**config.mk**
```make
export PLATFORM = sky130hd
export DESIGN_NAME = bf_cell
export DESIGN_NICKNAME = d
export VERILOG_FILES = /design/src/sv/bf_pkg.sv /design/src/sv/bf_cell.sv
export SDC_FILE = /design/constraint.sdc
export NUM_CORES = 1
export LEC_CHECK = 0
export BUFFER_PORTS_ARGS = -buffer_cell sky130_fd_sc_hd__buf_4
export CAP_MARGIN = 25
export CORE_MARGIN = 8
export CORE_UTILIZATION = 55
export DETAILED_ROUTE_END_ITERATION = 10
export PLACE_DENSITY = 0.72
export SYNTH_ARGS = -nofsm -noshare
export SYNTH_HDL_FRONTEND = slang
export SYNTH_SLANG_ARGS = --single-unit
```
**constraint.sdc**
```tcl
create_clock -name clk -period 23.6 [get_ports clk]
set_clock_uncertainty 0.2 [all_clocks]
set_input_delay 2.36 -clock clk [delete_from_list [all_inputs] [get_ports clk]]
set_output_delay 2.36 -clock clk [all_outputs]
set_load 0.05 [all_outputs]
```
**src/sv/bf_pkg.sv**
```systemverilog
// bf_pkg: shared constants, weight tables and control types of the 5x5 bilateral filter.
// Tables are built at elaboration by a fixed-point exp() series.
// No dependencies.
`default_nettype none
package bf_pkg;
	localparam int MAX_WIDTH  = 1024;
	localparam int MAX_HEIGHT = 4096;
	localparam int PIX_W      = 8;
	localparam int WGT_W      = 16;
	localparam int COL_W      = 10;
	localparam int ROW_W      = 13;
	localparam int FW_W       = 11;
	localparam int FH_W       = 13;
	localparam int ACC_W      = 29;
	localparam int WSUM_W     = 21;
	localparam int NCELL      = 25;
	localparam int SEL_W      = 5;
	localparam int LINE_W     = 4 * PIX_W;
	localparam int CFG_IDX_W  = 1;

	localparam logic [CFG_IDX_W-1:0] REG_FRAME_WIDTH  = 1'd0;
	localparam logic [CFG_IDX_W-1:0] REG_FRAME_HEIGHT = 1'd1;

	localparam logic [FW_W-1:0] FW_RESET = 11'd640;
	localparam logic [FH_W-1:0] FH_RESET = 13'd480;

	typedef enum logic [2:0] {
		ST_IDLE, ST_LOAD, ST_WGT, ST_PROD, ST_ACC, ST_DSTART, ST_DIV, ST_HOLD
	} state_t;

	typedef struct packed {
		logic shift;
		logic calc;
		logic mult;
	} cell_ctl_t;

	typedef logic [8:0][WGT_W-1:0]   sw_tab_t;
	typedef logic [255:0][WGT_W-1:0] iw_tab_t;

	localparam logic [63:0] Q30_ONE = 64'd1 << 30;
	localparam logic [63:0] Q30_HALF = 64'd1 << 29;
	localparam logic [63:0] W_SCALE = (64'd1 << WGT_W) - 64'd1;

	function automatic logic [63:0] div_small(input logic [63:0] x, input int k);
		case (k)
			1: div_small = x;
			2: div_small = x / 64'd2;
			3: div_small = x / 64'd3;
			4: div_small = x / 64'd4;
			5: div_small = x / 64'd5;
			6: div_small = x / 64'd6;
			7: div_small = x / 64'd7;
			8: div_small = x / 64'd8;
			9: div_small = x / 64'd9;
			10: div_small = x / 64'd10;
			11: div_small = x / 64'd11;
			12: div_small = x / 64'd12;
			13: div_small = x / 64'd13;
			14: div_small = x / 64'd14;
			15: div_small = x / 64'd15;
			16: div_small = x / 64'd16;
			default: div_small = x;
		endcase
	endfunction

	// exp(-16*y) in Q30, y already scaled to Q30; weight result in Q0.16
	function automatic logic [WGT_W-1:0] exp_weight(input logic [63:0] y);
		logic [63:0] term;
		longint      sum;
		logic [63:0] r;
		logic [63:0] wt;
		term = Q30_ONE;
		sum  = longint'(Q30_ONE);
		for (int k = 1; k <= 16; k++) begin
			term = div_small((term * y) >> 30, k);
			if (k % 2 == 1)
				sum = sum - longint'(term);
			else
				sum = sum + longint'(term);
		end
		if (sum < 0)
			sum = 0;
		r = 64'(sum);
		for (int k = 0; k < 4; k++)
			r = (r * r + Q30_HALF) >> 30;
		wt = (r * W_SCALE + Q30_HALF) >> 30;
		exp_weight = wt[WGT_W-1:0];
	endfunction

	function automatic sw_tab_t build_sw();
		sw_tab_t t;
		for (int i = 0; i < 9; i++)
			t[i] = exp_weight((64'(i) << 30) / 64'd32);
		build_sw = t;
	endfunction

	function automatic iw_tab_t build_iw();
		iw_tab_t t;
		for (int i = 0; i < 256; i++)
			t[i] = exp_weight((64'(i * i) << 30) / 64'd80000);
		build_iw = t;
	endfunction

	localparam sw_tab_t SW_TAB = build_sw();
	localparam iw_tab_t IW_TAB = build_iw();
endpackage
`default_nettype wire

```
**src/sv/bf_cell.sv**
```systemverilog
// bf_cell: one window position; holds a pixel, shifts it left, and computes
// its bilateral weight and weighted pixel. Depends on bf_pkg.
`default_nettype none
module bf_cell (
	input  wire logic                      clk,
	input  wire bf_pkg::cell_ctl_t         ctl,
	input  wire logic [bf_pkg::PIX_W-1:0]  shift_in,
	input  wire logic [bf_pkg::PIX_W-1:0]  centre,
	input  wire logic                      in_frame,
	input  wire logic [3:0]                sp_idx,
	output logic      [bf_pkg::PIX_W-1:0]  pix_q,
	output logic      [bf_pkg::WGT_W-1:0]  wgt_s1,
	output logic      [bf_pkg::ACC_W-1:0]  prod_s2
);
	import bf_pkg::*;

	logic [PIX_W-1:0]   diff;
	logic [2*WGT_W-1:0] wprod;

	always_comb begin
		diff  = (pix_q >= centre) ? pix_q - centre : centre - pix_q;
		wprod = SW_TAB[sp_idx] * IW_TAB[diff];
	end

	always_ff @(posedge clk) begin
		if (ctl.shift)
			pix_q <= shift_in;
		if (ctl.calc)
			wgt_s1 <= in_frame ? wprod[2*WGT_W-1:WGT_W] : '0;
		// zero weight forces a zero product, even for a never-loaded pixel
		if (ctl.mult)
			prod_s2 <= (wgt_s1 == '0) ? '0 : ACC_W'(wgt_s1 * pix_q);
	end
endmodule
`default_nettype wire

```
==> summary.txt <==
Run status
  – Status: completed

Clock network
  – H-tree levels: 2
  – CTS Buf Count: 5
  – Post-CTS Resized: 0
  – Clk slew on worst S/H paths: 0.07 ns
  – Clock Tree Buf Depth: 2
  – Clk_lat worst skew: 0.30 ns
  – Clk root buf: clkbuf_16
  – Clk sink count: 48
  – CTS tree: yes
  – Hold Buf Count CTS: 0
  – Post-CTS Setup Repair Bufs: 0

Timing
  – Fin crit period: 14.30 ns
  – Final period util: 60.6%
  – Final Max Slew Viols: 0
  – Fmax: 70.0 MHz
  – Slew @ Worst Pin: 1.18 ns
  – Rel. slew slack: 21.3%
  – Setup TNS: 0 ns
  – # setup viols final: 0
  – RSZ-0062 raised after global routing: false
  – Hold Vio Cnt, Final: 0

Yosys
  – Simple-gate portion of the synthesized area: 18.7%
  – Largest family of logic cells by synthesized area: adder cells
  – Sequential-to-total area share from yosys stat: 7.76%
  – Flops & latches, synth: 48
  – Most area-hungry cell type in the Yosys netlist: fa_1
  – Synth Area in Adders: 42.4%
  – Area share of the largest cell type after synthesis: 30.1%
  – Post-Synthesis Cells: 2300
  – Mean area per synthesized cell: 8.08 µm²
  – Post-synth cell types: 96
  – Top cells by area, synth: fa_1, ha_1, edfxtp_1
  – Synth Flop Type: edfxtp_1
  – Compound-Gate Fraction of Synth Area: 17.8%
  – Number of flops mapped to enable cells by yosys: 48
  – Mapped cell area: 18600 µm²
  – YS warnings: 0
  – XOR/XNOR share of the synthesized area: 1.93%
  – FFs w/ async S/R, synth: 0%
  – Mux share of post-synthesis cell area: 0.458%

GRT
  – GRT Total Usage: 30.9%
  – Grt total ovfl: 0
  – Pin count of the biggest net entering global routing: 78
  – Vias in the first global route: 17500
  – Initial antenna violation count: 0
  – First-pass GRT wire length: 97000 µm

Routing
  – DR pass1 iterations: 6
  – DR vias/cell: 6.26
  – Vias after detailed routing: 17000
  – DRC: 0
  – Routed WL per cell: 22.3 µm
  – Number of DRC markers in iteration 0: 2164
  – DRT antenna net count: 0
  – Final WL: 60600 µm

Flow run
  – Maxcap violations: 0

Setup path
  – Crit path launch: centre[0]
  – Worst reg2reg path endpoint: wgt_s1[8]
  – Slowest cell on the critical path: a222oi_1
  – Crit path kind: in -> reg
  – Critical path arrival: 14.15 ns
  – R2R Setup Slk: 10.61 ns
  – Critical Path Fanout Max: 64
  – Worst path required time: 23.45 ns
  – CP most frequent cell: fa_1
  – Crit-path max cell delay: 0.69 ns
  – R2r startpoint: pix_q[0]
  – Worst setup EP type: flip-flop
  – Startpoint types: input port
  – Reg2Reg Depth: 39

Floorplanning
  – Die Area: 39900 µm²
  – Die H: 200 µm
  – Die Wd: 200 µm
  – Core area: 33400 µm²
  – FP Rows: 67
  – I/O pin total: 78
  – Initial Util: 55.7%

Hold path
  – Hold path endpoint: prod_s2[0]
  – Hold Path Class: reg -> reg
  – Cells on Worst Hold Path: 1
  – Worst Min Path Start: wgt_s1[0]

Placement
  – HPWL after detailed placement: 46100 µm
  – Routability cong.: 1.01
  – Port Buffer Count: 72

Finish
  – Layout area overhead: 4.94%
  – Fraction of layout cells with a size suffix above 1: 7.31%
  – Antenna diodes: 0
  – Final net count: 2758
-- critical path, delay by kind of cell --
kind	cells	cell delay (ns)
AOI/OAI and AO/OA	13	3.78
adders and majority gates	9	4.01
xor gates and xnor gates	1	0.08
and+or+nand+nor	9	2.46
buffers and inverters	7	1.42
-- through the flow --
step	util, %	cells	area, µm²	hold slack (ns)	setup slack (ns)
2_1_floorplan	-	2304	18600	0.808	11.12
3_3_place_gp	57.8	2707	19300	0.718	9.45
3_5_place_dp	57.9	2712	19300	0.701	9.17
4_1_cts	58.4	2720	19500	0.710	9.48
5_1_grt	58.4	2720	19500	0.756	8.75
6_report	58.4	2720	19500	0.736	9.30
-- metal layers --
layer,GRT usage (%),routed length (µm),up-vias
met4,12.3,2620,0
li1,-,-,7493
met2,51.8,28600,924
met5,0,0,-
met3,4.95,5480,191
met1,39.7,23900,8410
-- worst max path at each step --
stage	endpoint	slack, ns
finish	wgt_s1[8]	9.30
global route	wgt_s1[8]	8.75
detailed placement	wgt_s1[8]	9.17
CTS	wgt_s1[8]	9.48
global placement	wgt_s1[8]	9.45
floorplan	wgt_s1[8]	11.12
-- flip-flops by register name, indices dropped and copies added (netlist names) --
register  count
prod_s2      24
pix_q         8
wgt_s1       16
-- synth_stat cells, types with 8 or more instances --
library cell / instances
a211oi_1: 24
a21o_1: 28
a21oi_1: 107
a22oi_1: 9
a311oi_1: 19
a31oi_1: 27
and2_1: 109
and3_1: 10
buf_1: 22
buf_2: 25
clkbuf_1: 83
edfxtp_1: 48
fa_1: 279
ha_1: 183
inv_1: 363
nand2_1: 307
nand2b_1: 19
nand3_1: 30
nor2_1: 181
nor2b_1: 17
nor3_1: 31
o211ai_1: 30
o21a_1: 9
o21ai_0: 89
o21ai_1: 12
o221ai_1: 10
o22ai_1: 17
or2_2: 8
or3_1: 10
xnor2_1: 28
xor2_1: 13
-- cell usage in the layout, fill, tap and decap left out, types with 7 or more instances in the layout --
| cell | count |
|---|---|
| inv_1 | 363 |
| nand2_1 | 306 |
| fa_1 | 279 |
| ha_1 | 183 |
| nor2_1 | 180 |
| and2_1 | 108 |
| a21oi_1 | 107 |
| buf_4 | 101 |
| o21ai_0 | 86 |
| edfxtp_1 | 48 |
| nor3_1 | 31 |
| nand3_1 | 30 |
| o211ai_1 | 30 |
| a21o_1 | 28 |
| a31oi_1 | 27 |
| xnor2_1 | 26 |
| a211oi_1 | 24 |
| nand2b_1 | 19 |
| a311oi_1 | 18 |
| nor2b_1 | 17 |
| o22ai_1 | 16 |
| o21ai_1 | 15 |
| xor2_1 | 13 |
| and3_1 | 10 |
| or3_1 | 10 |
| o221ai_1 | 10 |
| o21a_1 | 9 |
| a22oi_1 | 9 |
| or2_2 | 8 |
| o32ai_1 | 7 |
-- final cells by class --
class                           count  area (µm²)
Tap cell                          448         561
Inverter                          368        1380
Clock buffer                        5         125
Fill cell                        3086       13900
Clock inverter                      3        47.5
Timing Repair Buffer              103         774
Multi-Input combinational cell   1745       15200
Sequential cell                    48        1440
-- logic make-up after synthesis --
| group | Yosys count |
|---|---|
| multiplexers | 8 |
| adder cells (fa/ha/maj) | 462 |
| buffers and inverters | 511 |
| other | 1 |
| flip-flops | 48 |
| XOR/XNOR | 41 |
| AO/OA/AOI/OAI | 478 |
| AND/OR/NAND/NOR | 751 |
Power is not shown: default switching activity piles up to over one toggle a cycle in this logic, so the estimate is an artifact.
