`config.mk`:
```
export PLATFORM = sky130hd
export DESIGN_NAME = bf_ram
export DESIGN_NICKNAME = d
export VERILOG_FILES = /design/src/sv/bf_ram.sv
export SDC_FILE = /design/constraint.sdc
export NUM_CORES = 1
export LEC_CHECK = 0
export BUFFER_PORTS_ARGS = -buffer_cell sky130_fd_sc_hd__buf_2
export CELL_PAD_IN_SITES_DETAIL_PLACEMENT = 1
export CELL_PAD_IN_SITES_GLOBAL_PLACEMENT = 1
export CORE_MARGIN = 3
export CORE_UTILIZATION = 40
export CTS_BUF_LIST = sky130_fd_sc_hd__clkbuf_4
export CTS_CLUSTER_SIZE = 30
export DETAILED_ROUTE_END_ITERATION = 10
export GPL_TIMING_DRIVEN = 0
export PLACE_DENSITY_LB_ADDON = 0.2
export RECOVER_POWER = 100
export SKIP_CTS_REPAIR_TIMING = 1
export SLEW_MARGIN = 20
export SYNTH_ARGS = -nofsm -noshare
export SYNTH_HDL_FRONTEND = slang
export SYNTH_SLANG_ARGS = --single-unit
```
`constraint.sdc`:
```
create_clock -name clk -period 1.95 [get_ports clk]
set_input_delay 0.0975 -clock clk [delete_from_list [all_inputs] [get_ports clk]]
set_output_delay 0.0975 -clock clk [all_outputs]
set_load 0.02 [all_outputs]
```
`src/sv/bf_ram.sv`:
```
// bf_ram: generic single-write, single-read RAM with registered read data.
// No dependencies.
`default_nettype none
module bf_ram #(
	parameter int WIDTH = 8,
	parameter int DEPTH = 16
) (
	input  wire logic                     clk,
	input  wire logic                     we,
	input  wire logic [$clog2(DEPTH)-1:0] waddr,
	input  wire logic [WIDTH-1:0]         wdata,
	input  wire logic [$clog2(DEPTH)-1:0] raddr,
	output logic      [WIDTH-1:0]         rdata
);
	logic [WIDTH-1:0] mem [DEPTH];

	always_ff @(posedge clk) begin
		if (we)
			mem[waddr] <= wdata;
		rdata <= mem[raddr];
	end
endmodule
`default_nettype wire

```
==> impl_metrics.py, run 1 <==
metrics = {
    "global_routing": {
        "grt_overflow": 0,
        "grt_pass1_vias": 2443,
        "antenna_found_initial": 0,
        "grt_max_degree": 17,
        "grt_pass1_wl_um": 15100,
        "grtUsageTotal": 0.153,
    },
    "setup_path": {
        "critPathLaunch": "mem[15][7]$_DFFE_PP_",
        "worstReg2RegEnd": "rdata[7]$_DFF_P_",
        "crit_required_ns": 2.35,
        "cp-endpoint": "rdata[7]$_DFF_P_",
        "worstSetupPathType": "flip-flop to flip-flop",
        "r2r_cells": 3,
        "endpoint_kind": "flip-flop",
        "cp.arrival_ns": 1.82,
        "ff2ff_setup_slack_ns": 0.53,
        "start_kind": "flip-flop",
        "cp_max_fo": 1,
        "rr_startpoint": "mem[15][7]$_DFFE_PP_",
    },
    "pwr": {
        "vdd_drop_max_v": 0.000453,
        "p_leak_nw": 1.91,
        "p_total_mw": 5.85,
        "power_density_nw_per_um2": 992,
    },
    "synth": {
        "yosysUniqueCellTypes": 19,
        "syn_inst": 229,
        "yosys_register_bits": 136,
        "synth_area_leaders": "edfxtp_1 75%, mux4_2 7.9%, mux4_1 7.1%",
        "synth_top_area_cell": "edfxtp_1",
        "syn_nets": 247,
        "netlist.area_leader.share": 0.747,
        "syn_area_um2": 5150,
        "avgSynthCellArea_um2": 22.5,
        "yosysSeqAreaShare": 0.778,
        "yosys_warnings": 0,
    },
    "hold_path": {
        "min_path_type": "primary input to flip-flop",
    },
    "placement": {
        "place_area_um2": 5500,
        "dp_slack_ns": 0.0946,
        "dp_hpwl_um": 6540,
        "port-buffer-count": 24,
        "gp_congestion": 0.710,
    },
    "cts": {
        "clock_sinks": 136,
        "cts-root-buf": "clkbuf_4",
        "htree_levels": 4,
        "cts_buffers": 17,
        "clk_pin_slew_ns": 0.11,
        "clockBufferDepth": 2,
        "cts_tree": "yes",
        "clkLatencyLatePin_ns": 0.51,
    },
    "flow_run": {
        "drv_cap": 0,
    },
    "route": {
        "avgViaCountPerCell": 5.20,
        "wl_per_cell_um": 22.1,
        "ant_nets": 0,
        "routed_wl_um": 10200,
        "vias": 2395,
        "drc_errors": 0,
        "initialDrtViolationCount": 182,
        "firstDrtPassIters": 6,
    },
    "floorplan": {
        "die_width_um": 119,
        "io_pins": 26,
        "die_h_um": 119,
        "coreArea_um2": 12300,
        "fp-row-count": 40,
        "die_area_um2": 14300,
        "initial_utilization": 0.418,
    },
    "timing": {
        "max_freq_mhz": 704,
        "skew_ns": 0.0115,
        "worst_slack_ns": 0.530,
        "final.min_clock_period_ns": 1.42,
        "worstMarginPinSlew_ns": 1.29,
        "slew_headroom": 0.136,
        "timing.hold.ws_ns": 0.0571,
        "min_period_over_period": 0.728,
        "hold_viol": 0,
        "rsz0062_at_grt": "false",
        "slew_viol_final": 0,
        "setup_violations": 0,
    },
    "layout": {
        "final_core_util": 0.479,
        "area_delta_synth_final_pct": 14.6,
        "final_cell_mix": "128 x edfxtp_1, 20 x clkbuf_1, 18 x mux4_2",
        "design_area_um2": 5900,
        "diodes": 0,
        "final_common_cell": "edfxtp_1",
        "fin_nets": 298,
        "layout-drive-gt1-share": 0.225,
    },
    "run_status": {
        "status": "finished clean",
    },
}
[synth_stat cells]
master           number
or3b_2                1
mux4_2               18
edfxtp_1            128
nor2_1               13
clkdlybuf4s25_2       3
dfxtp_1               8
nand2b_1              2
nor3_1                4
nand3b_1              2
buf_4                 1
buf_2                 3
nand2_1               9
a22oi_1              16
mux4_1               14
nor2b_1               1
buf_6                 3
and2b_1               1
nand3_1               1
and2_1                1
[area by class of cell]
class	count	area, um2
fillers	1152	6410
clock buffers	17	128
well taps	168	210
plain buffers	10	86.3
multi-input cells	83	1060
flip-flops and latches	136	4000
repair buffers	32	175
clock inverters	15	231
[critical path, cell delays in order (launching register included)]
cell	delay, ns
edfxtp_1	0.39
mux4_2	0.52
a22oi_1	0.31
nand2_1	0.08
[power breakdown]
| part | internal, mW | leakage [nW] | switching [mW] | total, mW |
|---|---|---|---|---|
| Combinational | 0.131 | 0.492 | 0.206 | 0.338 |
| Sequential | 3.26 | 1.22 | 0.0151 | 3.28 |
| Clock | 1.26 | 0.195 | 0.974 | 2.23 |
| Total | 4.66 | 1.91 | 1.19 | 5.85 |
[how the worst min path moves through the flow]
stage | slack (ns) | from | to | cells past startpoint
2_1_floorplan | 0.20 | wdata[0] | mem[0][0]$_DFFE_PP_ | 0
3_3_place_gp | 0.50 | wdata[6] | mem[6][6]$_DFFE_PP_ | 1
3_5_place_dp | 0.51 | wdata[6] | mem[6][6]$_DFFE_PP_ | 1
4_1_cts | -0.08 | wdata[6] | mem[14][6]$_DFFE_PP_ | 1
5_1_grt | 0.02 | raddr[0] | rdata[7]$_DFF_P_ | 4
6_report | 0.06 | raddr[1] | rdata[0]$_DFF_P_ | 4
[flip-flops by register name, indices dropped and copies added (netlist names)]
register and cells:
mem 128, rdata 8
[through the flow]
| stage | instances | TNS, ns |
|---|---|---|
| global route | 461 | 0 |
| finish | 461 | 0 |
| global placement | 421 | -1.99 |
| floorplan | 229 | 0 |
| detailed placement | 421 | 0 |
| CTS | 453 | 0 |
[layer usage]
layer  vias to the layer above  global-route usage  routed length, um
li1                       1074                   -                  -
met1                      1243               0.214               4600
met2                        67               0.226               4920
met3                        11              0.0518                555
met4                         0              0.0515                121
met5                         -                   0                  0
[cells by family (layout without fill, tap and decap cells)]
group	Yosys count	in the layout	synth area share
buffers and inverters	10	74	0.0168
muxes	32	32	0.150
and+or+nand+nor	35	35	0.0318
AOI/OAI and AO/OA	16	16	0.0233
DFF	136	136	0.778
No activity file was read; power rests on OpenSTA's default activity.
==> run 2, diff against run 1 <==
- clock period: 1.95 -> 1.3 ns (I/O delays scaled with it)
==> impl_metrics.py, run 2 (same netlist as run 1, synthesis figures left out) <==
metrics = {
    "run_status": {
        "status": "finished with violations",
        "violations": "negative setup slack",
    },
    "setup_path": {
        "cpMaxStageDelayCell": "mux4_2",
        "crit_family": "multiplexers",
        "timing.critical_path.slowest_cell_delay_ns": 0.51,
        "critPathLaunch": "mem[4][0]$_DFFE_PP_",
        "cp_max_fo": 1,
        "crit_required_ns": 1.70,
        "rr_startpoint": "mem[4][0]$_DFFE_PP_",
        "timing.critical_path.buf_inv": 0,
        "cp.arrival_ns": 1.73,
        "cp_cell_sequence": "mux4_2 > a22oi_2 > nand2_1",
        "worstSetupPathType": "flip-flop to flip-flop",
        "start_kind": "flip-flop",
        "endpoint_kind": "flip-flop",
    },
    "layout": {
        "seq_area_um2": 4000,
        "final_cell_mix": "128 x edfxtp_1, 27 x mux4_2, 21 x clkbuf_4",
        "layout-drive-gt1-share": 0.294,
        "num-fill-cells": 1153,
        "largestRegisters": "mem: 128 flops, rdata: 8 flops",
        "fin_nets": 298,
        "largest_reg_flops": 128,
        "final_core_util": 0.476,
        "top_register": "mem",
        "finalNonFillerCells": 461,
        "final_common_cell": "edfxtp_1",
        "diodes": 0,
        "multiInputGateArea_um2": 1090,
        "area_delta_synth_final_pct": 13.8,
    },
    "cts": {
        "clkLatencyLatePin_ns": 0.50,
        "htree_levels": 4,
        "cts_tree": "yes",
        "clk_pin_slew_ns": 0.12,
        "clock_sinks": 136,
        "cts-root-buf": "clkbuf_4",
        "cts_buffers": 17,
        "clockBufferDepth": 2,
    },
    "pwr": {
        "p_total_mw": 8.24,
        "seq_power_share": 0.597,
        "p_leak_nw": 1.84,
        "vdd_drop_max_v": 0.000532,
        "p_sw_mw": 1.74,
        "intPower_mw": 6.50,
        "switching_share": 0.212,
        "p_clk_frac": 0.338,
        "combPwrFrac": 0.065,
        "power_density_nw_per_um2": 1410,
    },
    "route": {
        "dr_wl_met2_um": 4980,
        "wl_met3_um": 536,
        "firstDrtPassIters": 4,
        "vias": 2390,
        "drc_errors": 0,
        "wl_per_cell_um": 22.2,
        "ant_nets": 0,
        "drt-met1-wl_um": 4660,
        "routed_wl_um": 10200,
        "initialDrtViolationCount": 168,
        "avgViaCountPerCell": 5.18,
        "topRoutingLayerUsed": "met4",
    },
    "timing": {
        "min_period_over_period": 1.03,
        "rsz0062_at_grt": "true",
        "max_freq_mhz": 750,
        "hold_viol": 0,
        "worst_slack_ns": -0.0330,
        "setup_violations": 1,
        "slew_headroom": 0.400,
        "final.min_clock_period_ns": 1.33,
        "slew_viol_final": 0,
        "worstMarginPinSlew_ns": 0.897,
        "skew_ns": 0.0188,
        "fin_setup_tns_ns": -0.0330,
    },
    "placement": {
        "dp_slack_ns": -0.468,
        "dp.cells": 421,
        "port-buffer-count": 24,
        "dp_hpwl_um": 6650,
        "gp_congestion": 0.675,
    },
    "global_routing": {
        "grt_pass1_wl_um": 15400,
        "grt_pass1_vias": 2440,
        "antenna_found_initial": 0,
        "grt_max_degree": 17,
        "grtUsageTotal": 0.155,
        "grt_overflow": 0,
    },
    "floorplan": {
        "initial_utilization": 0.418,
        "fp-row-count": 40,
        "io_pins": 26,
        "die_width_um": 119,
        "die_h_um": 119,
        "die_area_um2": 14300,
        "coreArea_um2": 12300,
    },
    "hold_path": {
        "min_path_type": "primary input to flip-flop",
        "min_from": "raddr[0]",
    },
    "flow_run": {
        "drv_cap": 0,
    },
}
run 2: changes by cell type in the layout (fill, tap and decap cells not counted), sizes merged:
| cell | change |
|---|---|
| bufinv | -3 |
| clkbuf | +3 |
| clkinv | -2 |
| buf | +1 |
| clkinvlp | +1 |
run 2: worst paths after layout:
kind / to / slack, ns / cells after the start
worst min register to register: rdata[1]$_DFF_P_ / 0.69 / 3
worst min-delay path: rdata[7]$_DFF_P_ / 0.07 / 4
worst max register to register: rdata[0]$_DFF_P_ / -0.03 / 3
worst max-delay path: rdata[0]$_DFF_P_ / -0.03 / 3
run 2: final cells by class:
cell class,instances,share of cell area
Buffer,10,0.0147
Clock buffer,21,0.0269
Clock inverter,11,0.0224
Multi-Input combinational cell,83,0.187
Sequential cell,136,0.683
Tap cell,168,0.0359
Timing Repair Buffer,32,0.0301
run 2: worst register-to-register path: stages, from the launching register on:
cell      delay [ns]
edfxtp_1        0.39
mux4_2          0.51
a22oi_2         0.25
nand2_1         0.07
run 2: layer usage:
layer | vias to the layer above | GRT usage
li1 | 1065 | -
met4 | 0 | 0.0558
met3 | 6 | 0.0456
met2 | 59 | 0.227
met1 | 1260 | 0.222
met5 | - | 0
run 2: stage by stage:
stage,hold WS (ns),area (um2)
after floorplan,0.164,5150
after global placement,0.473,5480
after detailed placement,0.482,5500
after CTS,-0.117,5790
after global routing,0.0163,5860
final,0.0717,5860
run 2: power groups by stage:
stage                     clock [mW]  sequential, mW  combinational (mW)
final                           2.79            4.92               0.535
after floorplan                    0            5.05               0.249
after global routing            3.06            4.93               0.580
after detailed placement           0            5.02               0.515
after CTS                       2.89            4.92               0.516
after global placement             0            5.01               0.500
