==> config.mk <==
export PLATFORM = sky130hd
export DESIGN_NAME = bf_div
export DESIGN_NICKNAME = d
export VERILOG_FILES = /design/src/sv/bf_pkg.sv /design/src/sv/bf_div.sv
export SDC_FILE = /design/constraint.sdc
export NUM_CORES = 1
export LEC_CHECK = 0
export ABC_CLOCK_PERIOD_IN_PS = 5250
export BUFFER_PORTS_ARGS = -buffer_cell sky130_fd_sc_hd__buf_4
export CAP_MARGIN = 0
export CORE_MARGIN = 3
export CORE_UTILIZATION = 55
export DETAILED_ROUTE_END_ITERATION = 10
export PLACE_DENSITY = 0.84
export SYNTH_ARGS = -nofsm -noshare
export SYNTH_HDL_FRONTEND = slang
export SYNTH_SLANG_ARGS = --single-unit
==> constraint.sdc <==
create_clock -name clk -period 5.25 [get_ports clk]
set_clock_uncertainty 0.2 [all_clocks]
set_input_delay 0.525 -clock clk [delete_from_list [all_inputs] [get_ports clk]]
set_output_delay 0.525 -clock clk [all_outputs]
set_load 0.01 [all_outputs]
==> src/sv/bf_pkg.sv <==
// bf_pkg: shared constants, weight tables and control types of the 5x5 bilateral filter.
// Tables are built at elaboration by a fixed-point exp() series.
// No dependencies.
`default_nettype none
package bf_pkg;
	localparam int MAX_WIDTH  = 1024;
	localparam int MAX_HEIGHT = 4096;
	localparam int PIX_W      = 8;
	localparam int WGT_W      = 16;
	localparam int COL_W      = 10;
	localparam int ROW_W      = 13;
	localparam int FW_W       = 11;
	localparam int FH_W       = 13;
	localparam int ACC_W      = 29;
	localparam int WSUM_W     = 21;
	localparam int NCELL      = 25;
	localparam int SEL_W      = 5;
	localparam int LINE_W     = 4 * PIX_W;
	localparam int CFG_IDX_W  = 1;

	localparam logic [CFG_IDX_W-1:0] REG_FRAME_WIDTH  = 1'd0;
	localparam logic [CFG_IDX_W-1:0] REG_FRAME_HEIGHT = 1'd1;

	localparam logic [FW_W-1:0] FW_RESET = 11'd640;
	localparam logic [FH_W-1:0] FH_RESET = 13'd480;

	typedef enum logic [2:0] {
		ST_IDLE, ST_LOAD, ST_WGT, ST_PROD, ST_ACC, ST_DSTART, ST_DIV, ST_HOLD
	} state_t;

	typedef struct packed {
		logic shift;
		logic calc;
		logic mult;
	} cell_ctl_t;

	typedef logic [8:0][WGT_W-1:0]   sw_tab_t;
	typedef logic [255:0][WGT_W-1:0] iw_tab_t;

	localparam logic [63:0] Q30_ONE = 64'd1 << 30;
	localparam logic [63:0] Q30_HALF = 64'd1 << 29;
	localparam logic [63:0] W_SCALE = (64'd1 << WGT_W) - 64'd1;

	function automatic logic [63:0] div_small(input logic [63:0] x, input int k);
		case (k)
			1: div_small = x;
			2: div_small = x / 64'd2;
			3: div_small = x / 64'd3;
			4: div_small = x / 64'd4;
			5: div_small = x / 64'd5;
			6: div_small = x / 64'd6;
			7: div_small = x / 64'd7;
			8: div_small = x / 64'd8;
			9: div_small = x / 64'd9;
			10: div_small = x / 64'd10;
			11: div_small = x / 64'd11;
			12: div_small = x / 64'd12;
			13: div_small = x / 64'd13;
			14: div_small = x / 64'd14;
			15: div_small = x / 64'd15;
			16: div_small = x / 64'd16;
			default: div_small = x;
		endcase
	endfunction

	// exp(-16*y) in Q30, y already scaled to Q30; weight result in Q0.16
	function automatic logic [WGT_W-1:0] exp_weight(input logic [63:0] y);
		logic [63:0] term;
		longint      sum;
		logic [63:0] r;
		logic [63:0] wt;
		term = Q30_ONE;
		sum  = longint'(Q30_ONE);
		for (int k = 1; k <= 16; k++) begin
			term = div_small((term * y) >> 30, k);
			if (k % 2 == 1)
				sum = sum - longint'(term);
			else
				sum = sum + longint'(term);
		end
		if (sum < 0)
			sum = 0;
		r = 64'(sum);
		for (int k = 0; k < 4; k++)
			r = (r * r + Q30_HALF) >> 30;
		wt = (r * W_SCALE + Q30_HALF) >> 30;
		exp_weight = wt[WGT_W-1:0];
	endfunction

	function automatic sw_tab_t build_sw();
		sw_tab_t t;
		for (int i = 0; i < 9; i++)
			t[i] = exp_weight((64'(i) << 30) / 64'd32);
		build_sw = t;
	endfunction

	function automatic iw_tab_t build_iw();
		iw_tab_t t;
		for (int i = 0; i < 256; i++)
			t[i] = exp_weight((64'(i * i) << 30) / 64'd80000);
		build_iw = t;
	endfunction

	localparam sw_tab_t SW_TAB = build_sw();
	localparam iw_tab_t IW_TAB = build_iw();
endpackage
`default_nettype wire

==> src/sv/bf_div.sv <==
// bf_div: serial restoring divider, one quotient bit per cycle, 8-bit quotient.
// Depends on bf_pkg.
`default_nettype none
module bf_div (
	input  wire logic                       clk,
	input  wire logic                       arst_n,
	input  wire logic                       start,
	input  wire logic [bf_pkg::ACC_W-1:0]   num,
	input  wire logic [bf_pkg::WSUM_W-1:0]  den,
	output logic                            done,
	output logic      [bf_pkg::PIX_W-1:0]   quo
);
	import bf_pkg::*;

	logic [ACC_W-1:0]  rem_q;
	logic [WSUM_W-1:0] den_q;
	logic [PIX_W-1:0]  q_q;
	logic [2:0]        cnt_q;
	logic              busy_q;
	logic [ACC_W-1:0]  trial;

	assign trial = ACC_W'(den_q) << cnt_q;
	assign quo   = (den_q == '0) ? '0 : q_q;

	always_ff @(posedge clk or negedge arst_n) begin
		if (!arst_n) begin
			busy_q <= 1'b0;
			cnt_q  <= '0;
			done   <= 1'b0;
		end else begin
			done <= 1'b0;
			if (start) begin
				busy_q <= 1'b1;
				cnt_q  <= 3'd7;
			end else if (busy_q) begin
				cnt_q <= cnt_q - 3'd1;
				if (cnt_q == 3'd0) begin
					busy_q <= 1'b0;
					done   <= 1'b1;
				end
			end
		end
	end

	always_ff @(posedge clk) begin
		if (start) begin
			rem_q <= num;
			den_q <= den;
			q_q   <= '0;
		end else if (busy_q && rem_q >= trial) begin
			rem_q        <= rem_q - trial;
			q_q[cnt_q]   <= 1'b1;
		end
	end
endmodule
`default_nettype wire

==> results.py, run 1 <==
metrics = {
    "outcome": {
        "status": "finished, final reports clean",
    },
    "cts": {
        "cts-root-buf": "clkbuf_8",
        "htree_levels": 3,
        "ctsLongestPathBuffers": 2,
        "clk_pin_slew_ns": 0.07,
        "cts_resized": 0,
        "cts_sinks": 63,
        "cts_tree": "done",
        "insertion_delay_ns": 0.36,
        "cts_made_buffers": 9,
    },
    "floorplanning": {
        "start_util_pct": 57.4,
        "die_x_um": 99.1,
        "rows": 33,
        "die_h_um": 99.1,
        "ios": 62,
        "dieArea_mm2": 0.00981,
        "fp.coreArea_mm2": 0.00830,
    },
    "synthesis": {
        "syn_inst": 478,
        "yosys.area.top_type": "edfxtp_1",
        "synth.cell_area_mm2": 0.00476,
        "synth_ff_type": "edfxtp_1",
        "syn_nets": 562,
        "ys_types": 67,
        "ys_async_sr_fraction_pct": 7.94,
        "syn_avg_cell_area_um2": 9.96,
        "ys_ff_latch": 63,
        "synthTopCellsByArea": "edfxtp_1, ha_1, mux4_2",
        "synth_warnings": 0,
        "yosys.area.top_type_share_pct": 31.5,
        "synth-edff-count": 50,
        "ys_seq_area_share_pct": 37.5,
    },
    "sta": {
        "finalHoldViolations": 0,
        "fin_crit_sh_pct": 84.8,
        "worst_slack_ns": 0.796,
        "final-setup-viol-count": 0,
        "maxSlewHeadroom_pct": 22.0,
        "max_clock_freq_mhz": 225,
        "period_needed_ns": 4.45,
        "slew_violations": 0,
        "worstMarginPinSlew_ns": 1.16,
        "grt_setup_unrepaired": "false",
        "finalSetupTns_ns": 0,
    },
    "worst_setup_path": {
        "slowest_stage": "dfrtp_1",
        "r2r_cells": 12,
        "crit_path_start_kind": "register",
        "rrSetupSlack_ns": 0.80,
        "r2r_start": "cnt_q[1]",
        "crit_required_ns": 5.06,
        "cpPeakStageDelay_ns": 0.84,
        "critical_path_class": "reg2reg",
        "path_max_fanout": 29,
        "path_cells": "inv_1 > nor2_1 > a32oi_1 > ha_1 > and3_1 > nand2_1 > nor3_1 > and4_1 > o41ai_2 > o21ai_2 > nand2b_1 > buf_4",
        "rr_endpoint": "rem_q[5]",
        "setup.worst_path.end_class": "register",
        "cp.arrival_ns": 4.26,
    },
    "min_path": {
        "min_from": "den[18]",
        "hp-class": "in2reg",
        "min_path_cells": 1,
        "min_to": "den_q[18]",
    },
    "cells_and_area": {
        "drive_gt1_share_pct": 21.3,
        "nNetsFinal": 614,
        "syn_to_final_growth_pct": 15.1,
        "diodes": 0,
    },
    "routing": {
        "vias": 4091,
        "drtIter0Drc": 262,
        "wl_um": 11800,
        "dr.pass1.iters": 5,
        "vias_per_cell": 6.39,
        "wl_per_cell_um": 18.5,
        "drc": 0,
        "ant_nets": 0,
    },
    "placement": {
        "port-buffer-count": 61,
        "pre_cts_slack_ns": 0.873,
        "place.gp.congestion": 0.964,
        "place_hpwl_um": 8910,
    },
    "grt": {
        "grt_pass1_vias": 3942,
        "grt_overflow": 0,
        "grt_pass1_wl_um": 19100,
        "grt_usage_pct": 24.7,
        "antenna_found_initial": 0,
        "grt_max_degree": 76,
    },
    "pwr": {
        "ir_worst_vdd_mv": 0.341,
        "p_leak_uw": 0.00231,
        "power_density_mw_per_mm2": 528,
        "power.total_uw": 2900,
    },
    "job": {
        "cap_violations": 0,
    },
}
## cells in the mapped netlist (all sizes together) (7+ instances only)
master and n:
mux2 7, nor2b 11, inv 9, ha 30, nand3 7, nand2 57
o21ai 41, xnor2 13, edfxtp 50, a21o 17, a21oi 28, nand4 7
clkbuf 23, nor2 29, dfxtp 8, a32o 8, mux2i 21, mux4 11
xor2 9
## cell usage in the layout (no fill, tap or decap), types with 9 or more instances in the layout
master	n
mux2i_1	21
mux4_2	11
o21ai_0	37
ha_1	30
nor2b_1	11
xnor2_1	13
nand2_1	57
clkbuf_8	9
a21o_1	17
a21oi_1	27
xor2_1	9
nor2_1	29
edfxtp_1	50
buf_4	67
## worst max-delay path, delay by kind of cell, from the launching register on
kind | cells | cell delay (ns)
compound gates | 3 | 0.47
fa+ha+maj | 1 | 0.41
buf+inv | 2 | 0.66
flops | 1 | 0.84
simple gates | 6 | 1.51
## worst max path at each step
stage	end	from	cells after the start	slack (ns)
final	rem_q[5]	cnt_q[1]	12	0.80
after CTS	rem_q[5]	cnt_q[1]	13	0.86
after floorplan	rem_q[0]	cnt_q[0]	12	0.78
after global routing	rem_q[2]	cnt_q[0]	12	0.53
after global placement	rem_q[8]	cnt_q[0]	12	0.98
after detailed placement	rem_q[9]	cnt_q[0]	12	0.87
## kinds of logic after synthesis
| group | count (synthesis) | synth area share, % |
|---|---|---|
| muxes | 39 | 11.3 |
| AOI/OAI and AO/OA | 143 | 21.3 |
| xor gates and xnor gates | 22 | 4.05 |
| adders and majority gates | 31 | 8.30 |
| DFF | 63 | 37.5 |
| and+or+nand+nor | 143 | 14.4 |
| buffers and inverters | 37 | 3.13 |
## power by group
group | switching, uW | total (uW) | internal [uW] | leakage (uW)
Clock | 205 | 403 | 198 | 0.0000942
Sequential | 82.3 | 815 | 732 | 0.000629
Combinational | 983 | 1680 | 694 | 0.00159
Total | 1270 | 2900 | 1630 | 0.00231
## metal layers
metal | global-route usage [%] | share of wire, % | up-vias
met1 | 32.9 | 41 | 1915
li1 | - | - | 1942
met4 | 12.8 | 3.7 | 0
met3 | 3.40 | 7.3 | 30
met2 | 39.2 | 48 | 204
met5 | 0 | 0 | -
## repair_timing
action                    CTS  global route
setup buffers               0             0
hold buffers                1             0
hold endpoints to repair    5             0
## cell type report
class | count | area, um2
Timing Repair Buffer | 68 | 513
Sequential cell | 63 | 1790
Inverter | 10 | 37.5
Clock inverter | 5 | 31.3
Multi-Input combinational cell | 378 | 2830
Tap cell | 105 | 131
Clock buffer | 11 | 153
Fill cell | 647 | 2820
## metrics by stage
| step | cells | hold WS [ns] | cell area, um2 | utilization [%] |
|---|---|---|---|---|
| after floorplan | 478 | 0.0294 | 4760 | - |
| after global placement | 623 | 0.130 | 5290 | 63.7 |
| after detailed placement | 623 | 0.133 | 5290 | 63.7 |
| after CTS | 640 | 0.135 | 5480 | 66.0 |
| after global routing | 640 | 0.138 | 5480 | 66.0 |
| final | 640 | 0.142 | 5480 | 66.0 |
## registers in the layout, indices dropped and copies added (netlist names)
name / flops
busy_q: 1
cnt_q: 3
den_q: 21
done: 1
q_q: 8
rem_q: 29
Note: power is estimated with default switching activity, not from simulation.
==> run 2: changes to the inputs <==
--- a/config.mk
+++ b/config.mk
@@ -5,7 +5,8 @@
 export SDC_FILE = /design/constraint.sdc
 export NUM_CORES = 1
 export LEC_CHECK = 0
-export ABC_CLOCK_PERIOD_IN_PS = 5250
+export ABC_AREA = 1
+export ABC_CLOCK_PERIOD_IN_PS = 4250
 export BUFFER_PORTS_ARGS = -buffer_cell sky130_fd_sc_hd__buf_4
 export CAP_MARGIN = 0
 export CORE_MARGIN = 3
==> constraint.sdc (replaced) <==
create_clock -name clk -period 4.25 [get_ports clk]
set_clock_uncertainty 0.2 [all_clocks]
set_input_delay 0.425 -clock clk [delete_from_list [all_inputs] [get_ports clk]]
set_output_delay 0.425 -clock clk [all_outputs]
set_load 0.01 [all_outputs]
==> results.py, run 2 <==
metrics = {
    "outcome": {
        "status": "finished, final reports clean",
    },
    "cells_and_area": {
        "drive_gt1_share_pct": 13.2,
        "syn_to_final_growth_pct": 15.6,
        "final_common_cell": "nand2_1",
        "largest_reg_flops": 29,
        "postLayoutCoreUtil_pct": 67.0,
        "nNetsFinal": 921,
        "top_regs": "rem_q: 29 flops, den_q: 21 flops, q_q: 8 flops",
        "layout_common_cells": "nand2_1, inv_1, buf_4",
        "diodes": 0,
        "top_register": "rem_q",
        "final_cells": 950,
    },
    "sta": {
        "slew_violations": 0,
        "worst_slack_ns": 0.465,
        "fin_crit_sh_pct": 89.1,
        "finalSetupTns_ns": 0,
        "final-setup-viol-count": 0,
        "period_needed_ns": 3.78,
        "finalHoldViolations": 0,
        "max_clock_freq_mhz": 264,
        "maxSlewHeadroom_pct": 53.8,
        "worstMarginPinSlew_ns": 0.693,
        "grt_setup_unrepaired": "false",
    },
    "floorplanning": {
        "fp.coreArea_mm2": 0.00893,
        "die_x_um": 103,
        "start_util_pct": 57.9,
        "die_h_um": 103,
        "dieArea_mm2": 0.0106,
        "ios": 62,
        "rows": 34,
    },
    "pwr": {
        "p_comb_share_pct": 59.1,
        "switchingPower_uw": 1880,
        "seq_power_share_pct": 25.3,
        "p_int_uw": 2040,
        "power.total_uw": 3920,
        "power_density_mw_per_mm2": 655,
        "clkPwrFrac_pct": 15.5,
        "ir_worst_vdd_mv": 0.451,
        "swShare_pct": 48.0,
        "p_leak_uw": 0.00295,
    },
    "cts": {
        "cts_setup_buffers": 0,
        "cts_resized": 0,
        "htree_levels": 3,
        "insertion_delay_ns": 0.35,
        "cts_hold_buf": 1,
        "cts-root-buf": "clkbuf_8",
        "cts_tree": "done",
        "cts_sinks": 63,
        "cts_made_buffers": 9,
        "clk_pin_slew_ns": 0.08,
        "ctsLongestPathBuffers": 2,
    },
    "job": {
        "cap_violations": 0,
    },
    "routing": {
        "vias_per_cell": 5.57,
        "drtIter0Drc": 380,
        "wl_um": 14700,
        "ant_nets": 0,
        "wl_per_cell_um": 15.5,
        "vias": 5295,
        "dr.pass1.iters": 6,
        "drc": 0,
    },
    "min_path": {
        "min_to": "den_q[3]",
        "min_path_cells": 1,
        "hp-class": "in2reg",
        "min_from": "den[3]",
    },
    "synthesis": {
        "ys_types": 39,
        "syn_avg_cell_area_um2": 6.65,
        "syn_nets": 862,
        "syn_inst": 778,
        "synth-edff-count": 50,
        "yosys.area.top_type_share_pct": 29.0,
        "synth_warnings": 0,
        "yosys.area.top_type": "edfxtp_1",
        "synth_most_common_cell": "nand2_1",
        "synth.cell_area_mm2": 0.00518,
        "ys_ff_latch": 63,
        "ys_seq_area_share_pct": 34.5,
        "ys_async_sr_fraction_pct": 7.94,
        "synth_common_cells": "nand2_1, inv_1, o21ai_0",
        "synth_ff_type": "edfxtp_1",
        "synthTopCellsByArea": "edfxtp_1, nand2_1, ha_1",
    },
    "grt": {
        "use_met1_pct": 35.7,
        "grt_usage_pct": 28.3,
        "grt_max_degree": 68,
        "antenna_found_initial": 0,
        "grt_pass1_vias": 4877,
        "grt_pass1_wl_um": 22900,
        "grt_overflow": 0,
        "grt_use_met3_pct": 4.40,
        "busiest_layer": "met2",
        "grtUsageMet2_pct": 47.1,
    },
    "placement": {
        "place.gp.congestion": 1.02,
        "place_hpwl_um": 11400,
        "dpl.cell_count": 933,
        "port-buffer-count": 61,
        "pre_cts_slack_ns": 0.596,
    },
    "worst_setup_path": {
        "r2r_start": "cnt_q[0]",
        "rr_endpoint": "rem_q[7]",
        "rrSetupSlack_ns": 0.47,
        "crit_path_start_kind": "register",
        "cpPeakStageDelay_ns": 0.62,
        "path_cells": "inv_1 > buf_4 > o21ai_0 > o21ai_0 > o21ai_0 > ha_1 > a21oi_1 > nand2_1 > a21oi_1 > nand2_2 > nand2_2 > nand2_4 > nand2_1 > nand2_1 > buf_12",
        "setup.worst_path.end_class": "register",
        "crit_required_ns": 4.16,
        "critPathBufInv": 3,
        "cp.arrival_ns": 3.69,
        "slowest_stage": "dfrtp_1",
        "critical_path_class": "reg2reg",
        "crit_cells": 15,
        "r2r_cells": 15,
        "critical_path.top_delay_family": "compound AO/OA/AOI/OAI gates",
        "path_max_fanout": 29,
    },
}
-- run 2: cell types whose count changed in the layout (fill, tap and decap cells not counted), moves of 13 or more --
cell     before  now
a21o_1       17    0
a21oi_1      27   40
inv_1         8   93
mux2i_1      21    2
nand2_1      57  297
nand3_1       7   52
nor2_1       29   44
o21ai_0      37   64
-- run 2: stage by stage --
step	area, um2	hold WS, ns
after global routing	5990	0.0355
final	5990	0.0430
after detailed placement	5760	0.0319
after floorplan	5180	-0.0706
after global placement	5760	0.0317
after CTS	5990	0.0358
-- run 2: final cells by class --
class | instances | area, um2
Fill cell | 803 | 2950
Clock buffer | 9 | 124
Tap cell | 108 | 135
Inverter | 98 | 368
Sequential cell | 63 | 1790
Timing Repair Buffer | 71 | 548
Clock inverter | 7 | 96.3
Multi-Input combinational cell | 594 | 2930
-- run 2: how the worst max path moves through the flow --
stage | start | to | slack (ns)
detailed placement | cnt_q[0] | rem_q[7] | 0.60
CTS | cnt_q[0] | rem_q[8] | 0.52
finish | cnt_q[0] | rem_q[7] | 0.47
global placement | cnt_q[0] | rem_q[7] | 0.75
global route | cnt_q[0] | rem_q[8] | 0.21
floorplan | cnt_q[0] | rem_q[0] | 0.69
-- run 2: layer usage --
| layer | part of all wire [%] | up-vias | wire length [um] |
|---|---|---|---|
| li1 | - | 2645 | - |
| met4 | 3.7 | 0 | 549 |
| met2 | 47 | 258 | 6940 |
| met1 | 42 | 2351 | 6140 |
| met3 | 7.2 | 41 | 1060 |
| met5 | 0 | - | 0 |
-- run 2: logic make-up after synthesis --
logic type / share of synthesized area (%)
XOR/XNOR: 1.02
buffers and inverters: 8.92
AND/OR/NAND/NOR: 35.5
multiplexers: 0.387
AO/OA/AOI/OAI: 12.0
flip-flops: 34.5
adder cells (fa/ha/maj): 7.64
-- run 2: power groups by stage --
stage	Clock, uW	Combinational (uW)	Sequential, uW
floorplan	0	1700	964
finish	609	2320	992
CTS	614	2290	992
global placement	0	2230	1000
detailed placement	0	2260	1010
global route	633	2610	1010
==> run 3: changes to the inputs <==
--- a/config.mk
+++ b/config.mk
@@ -6,7 +6,7 @@
 export NUM_CORES = 1
 export LEC_CHECK = 0
 export ABC_AREA = 1
-export ABC_CLOCK_PERIOD_IN_PS = 4250
+export ABC_CLOCK_PERIOD_IN_PS = 3600
 export BUFFER_PORTS_ARGS = -buffer_cell sky130_fd_sc_hd__buf_4
 export CAP_MARGIN = 0
 export CORE_MARGIN = 3
==> constraint.sdc (replaced) <==
create_clock -name clk -period 3.6 [get_ports clk]
set_clock_uncertainty 0.2 [all_clocks]
set_input_delay 0.36 -clock clk [delete_from_list [all_inputs] [get_ports clk]]
set_output_delay 0.36 -clock clk [all_outputs]
set_load 0.01 [all_outputs]
==> results.py, run 3 (synthesized netlist as in run 2, its figures left out) <==
metrics = {
    "worst_setup_path": {
        "critical_path_class": "reg2reg",
        "path_max_fanout": 13,
        "setup.worst_path.end_class": "register",
        "crit_path_start_kind": "register",
        "crit_required_ns": 3.48,
        "cp.arrival_ns": 3.36,
    },
    "sta": {
        "hold_ws_ns": 0.0605,
        "fin_crit_sh_pct": 96.8,
        "finalHoldViolations": 0,
        "max_clock_freq_mhz": 287,
        "worstMarginPinSlew_ns": 0.681,
        "period_needed_ns": 3.49,
        "maxSlewHeadroom_pct": 54.6,
        "final-setup-viol-count": 0,
        "slew_violations": 0,
    },
    "cells_and_area": {
        "final_cell_area_mm2": 0.00629,
        "largest_reg_flops": 29,
        "diodes": 0,
        "layout_common_cells": "nand2_1, inv_1, buf_4",
        "top_regs": "rem_q: 29 flops, den_q: 21 flops, q_q: 8 flops",
        "syn_to_final_growth_pct": 21.5,
        "nNetsFinal": 950,
        "final_common_cell": "nand2_1",
        "drive_gt1_share_pct": 14.5,
        "top_register": "rem_q",
    },
    "grt": {
        "grt_overflow": 0,
        "grt_max_degree": 68,
        "grt_pass1_wl_um": 23600,
        "antenna_found_initial": 0,
        "grt_pass1_vias": 5030,
        "grt_usage_pct": 28.4,
    },
    "routing": {
        "wl_met2_um": 7170,
        "drc": 0,
        "drt-met1-wl_um": 5890,
        "wl_um": 15000,
        "highest-signal-layer": "met4",
        "drtIter0Drc": 521,
        "vias": 5577,
        "met3_length_um": 1430,
        "wl_per_cell_um": 15.3,
        "dr.pass1.iters": 8,
        "vias_per_cell": 5.70,
        "ant_nets": 0,
    },
    "floorplanning": {
        "ios": 62,
        "fp.coreArea_mm2": 0.00893,
        "die_x_um": 103,
        "start_util_pct": 57.9,
        "dieArea_mm2": 0.0106,
        "rows": 34,
        "die_h_um": 103,
    },
    "job": {
        "cap_violations": 0,
    },
    "cts": {
        "insertion_delay_ns": 0.37,
        "ctsLongestPathBuffers": 2,
        "htree_levels": 3,
        "clk_pin_slew_ns": 0.08,
        "cts_tree": "done",
        "cts-root-buf": "clkbuf_8",
        "cts_sinks": 63,
        "cts_made_buffers": 9,
    },
    "pwr": {
        "ir_worst_vdd_mv": 0.416,
        "power_density_mw_per_mm2": 737,
        "p_leak_uw": 0.00308,
    },
    "outcome": {
        "status": "finished, final reports clean",
    },
    "placement": {
        "port-buffer-count": 61,
        "place.gp.congestion": 1.15,
        "place_hpwl_um": 11000,
        "placed_cell_area_mm2": 0.00578,
    },
    "min_path": {
        "hp-class": "in2reg",
    },
}
-- run 3: report_power, final --
part,internal (uW),switching [uW],leakage (uW)
combinational,992,1810,0.00235
clock,320,322,0.0000956
sequential,1070,120,0.000628
-- run 3: worst paths after layout --
check | endpoint | slack, ns | depth (start not counted) | startpoint
max | rem_q[18] | 0.11 | 17 | cnt_q[0]
min | rem_q[5] | 0.06 | 3 | num[5]
max reg2reg | rem_q[18] | 0.11 | 17 | cnt_q[0]
min reg2reg | q_q[0] | 0.25 | 2 | q_q[0]
max in group asynchronous | cnt_q[0] | 2.94 | 2 | arst_n
min in group asynchronous | cnt_q[1] | 0.14 | 2 | arst_n
-- run 3: cell type report --
cell class                 count  area, um2
fill                         717       2650
timing repair buffer          99        843
inverter                      98        372
timing repair inverter         1       5.00
clock buffer                   9        124
clock inverter                 7       72.6
tap                          108        135
multi-input combinational    594       2950
sequential                    63       1790
-- run 3: stage by stage --
stage | setup TNS (ns) | cells | total power (uW) | setup slack, ns | util (%)
after detailed placement | 0 | 936 | 3830 | 0.119 | 64.7
final | 0 | 979 | 4640 | 0.114 | 70.4
after CTS | 0 | 974 | 4500 | 0.102 | 69.3
after global routing | -2.07 | 979 | 5010 | -0.0811 | 70.4
after global placement | 0 | 936 | 3750 | 0.179 | 64.7
after floorplan | 0 | 778 | 3150 | 0.0428 | -
-- run 3: repair_timing --
action	in CTS	in global routing
hold buffers	22	0
hold endpoints to repair	26	0
setup buffers	0	4
endpoints found under the setup margin	0	43
resized for setup	0	17
-- run 3: worst max-delay path, cell delays in order (launching register included) --
cell and delay [ns]:
dfrtp_2 0.49, dlymetal6s2s_1 0.24, o21ai_0 0.24, o21ai_0 0.14
o21ai_0 0.20, inv_1 0.09, ha_1 0.44, nand2_2 0.13
nor2_4 0.15, nand2_2 0.06, nor2_2 0.11, nand2_1 0.08
nand3_2 0.07, nor2_2 0.05, nand2_4 0.11, nand2_1 0.08
nand2_2 0.13, buf_8 0.17
-- run 3: per-layer routing --
metal	vias to the layer above	track usage, %
li1	2714	-
met1	2501	36.4
met2	302	48.4
met3	60	4.94
met4	0	9.96
met5	-	0
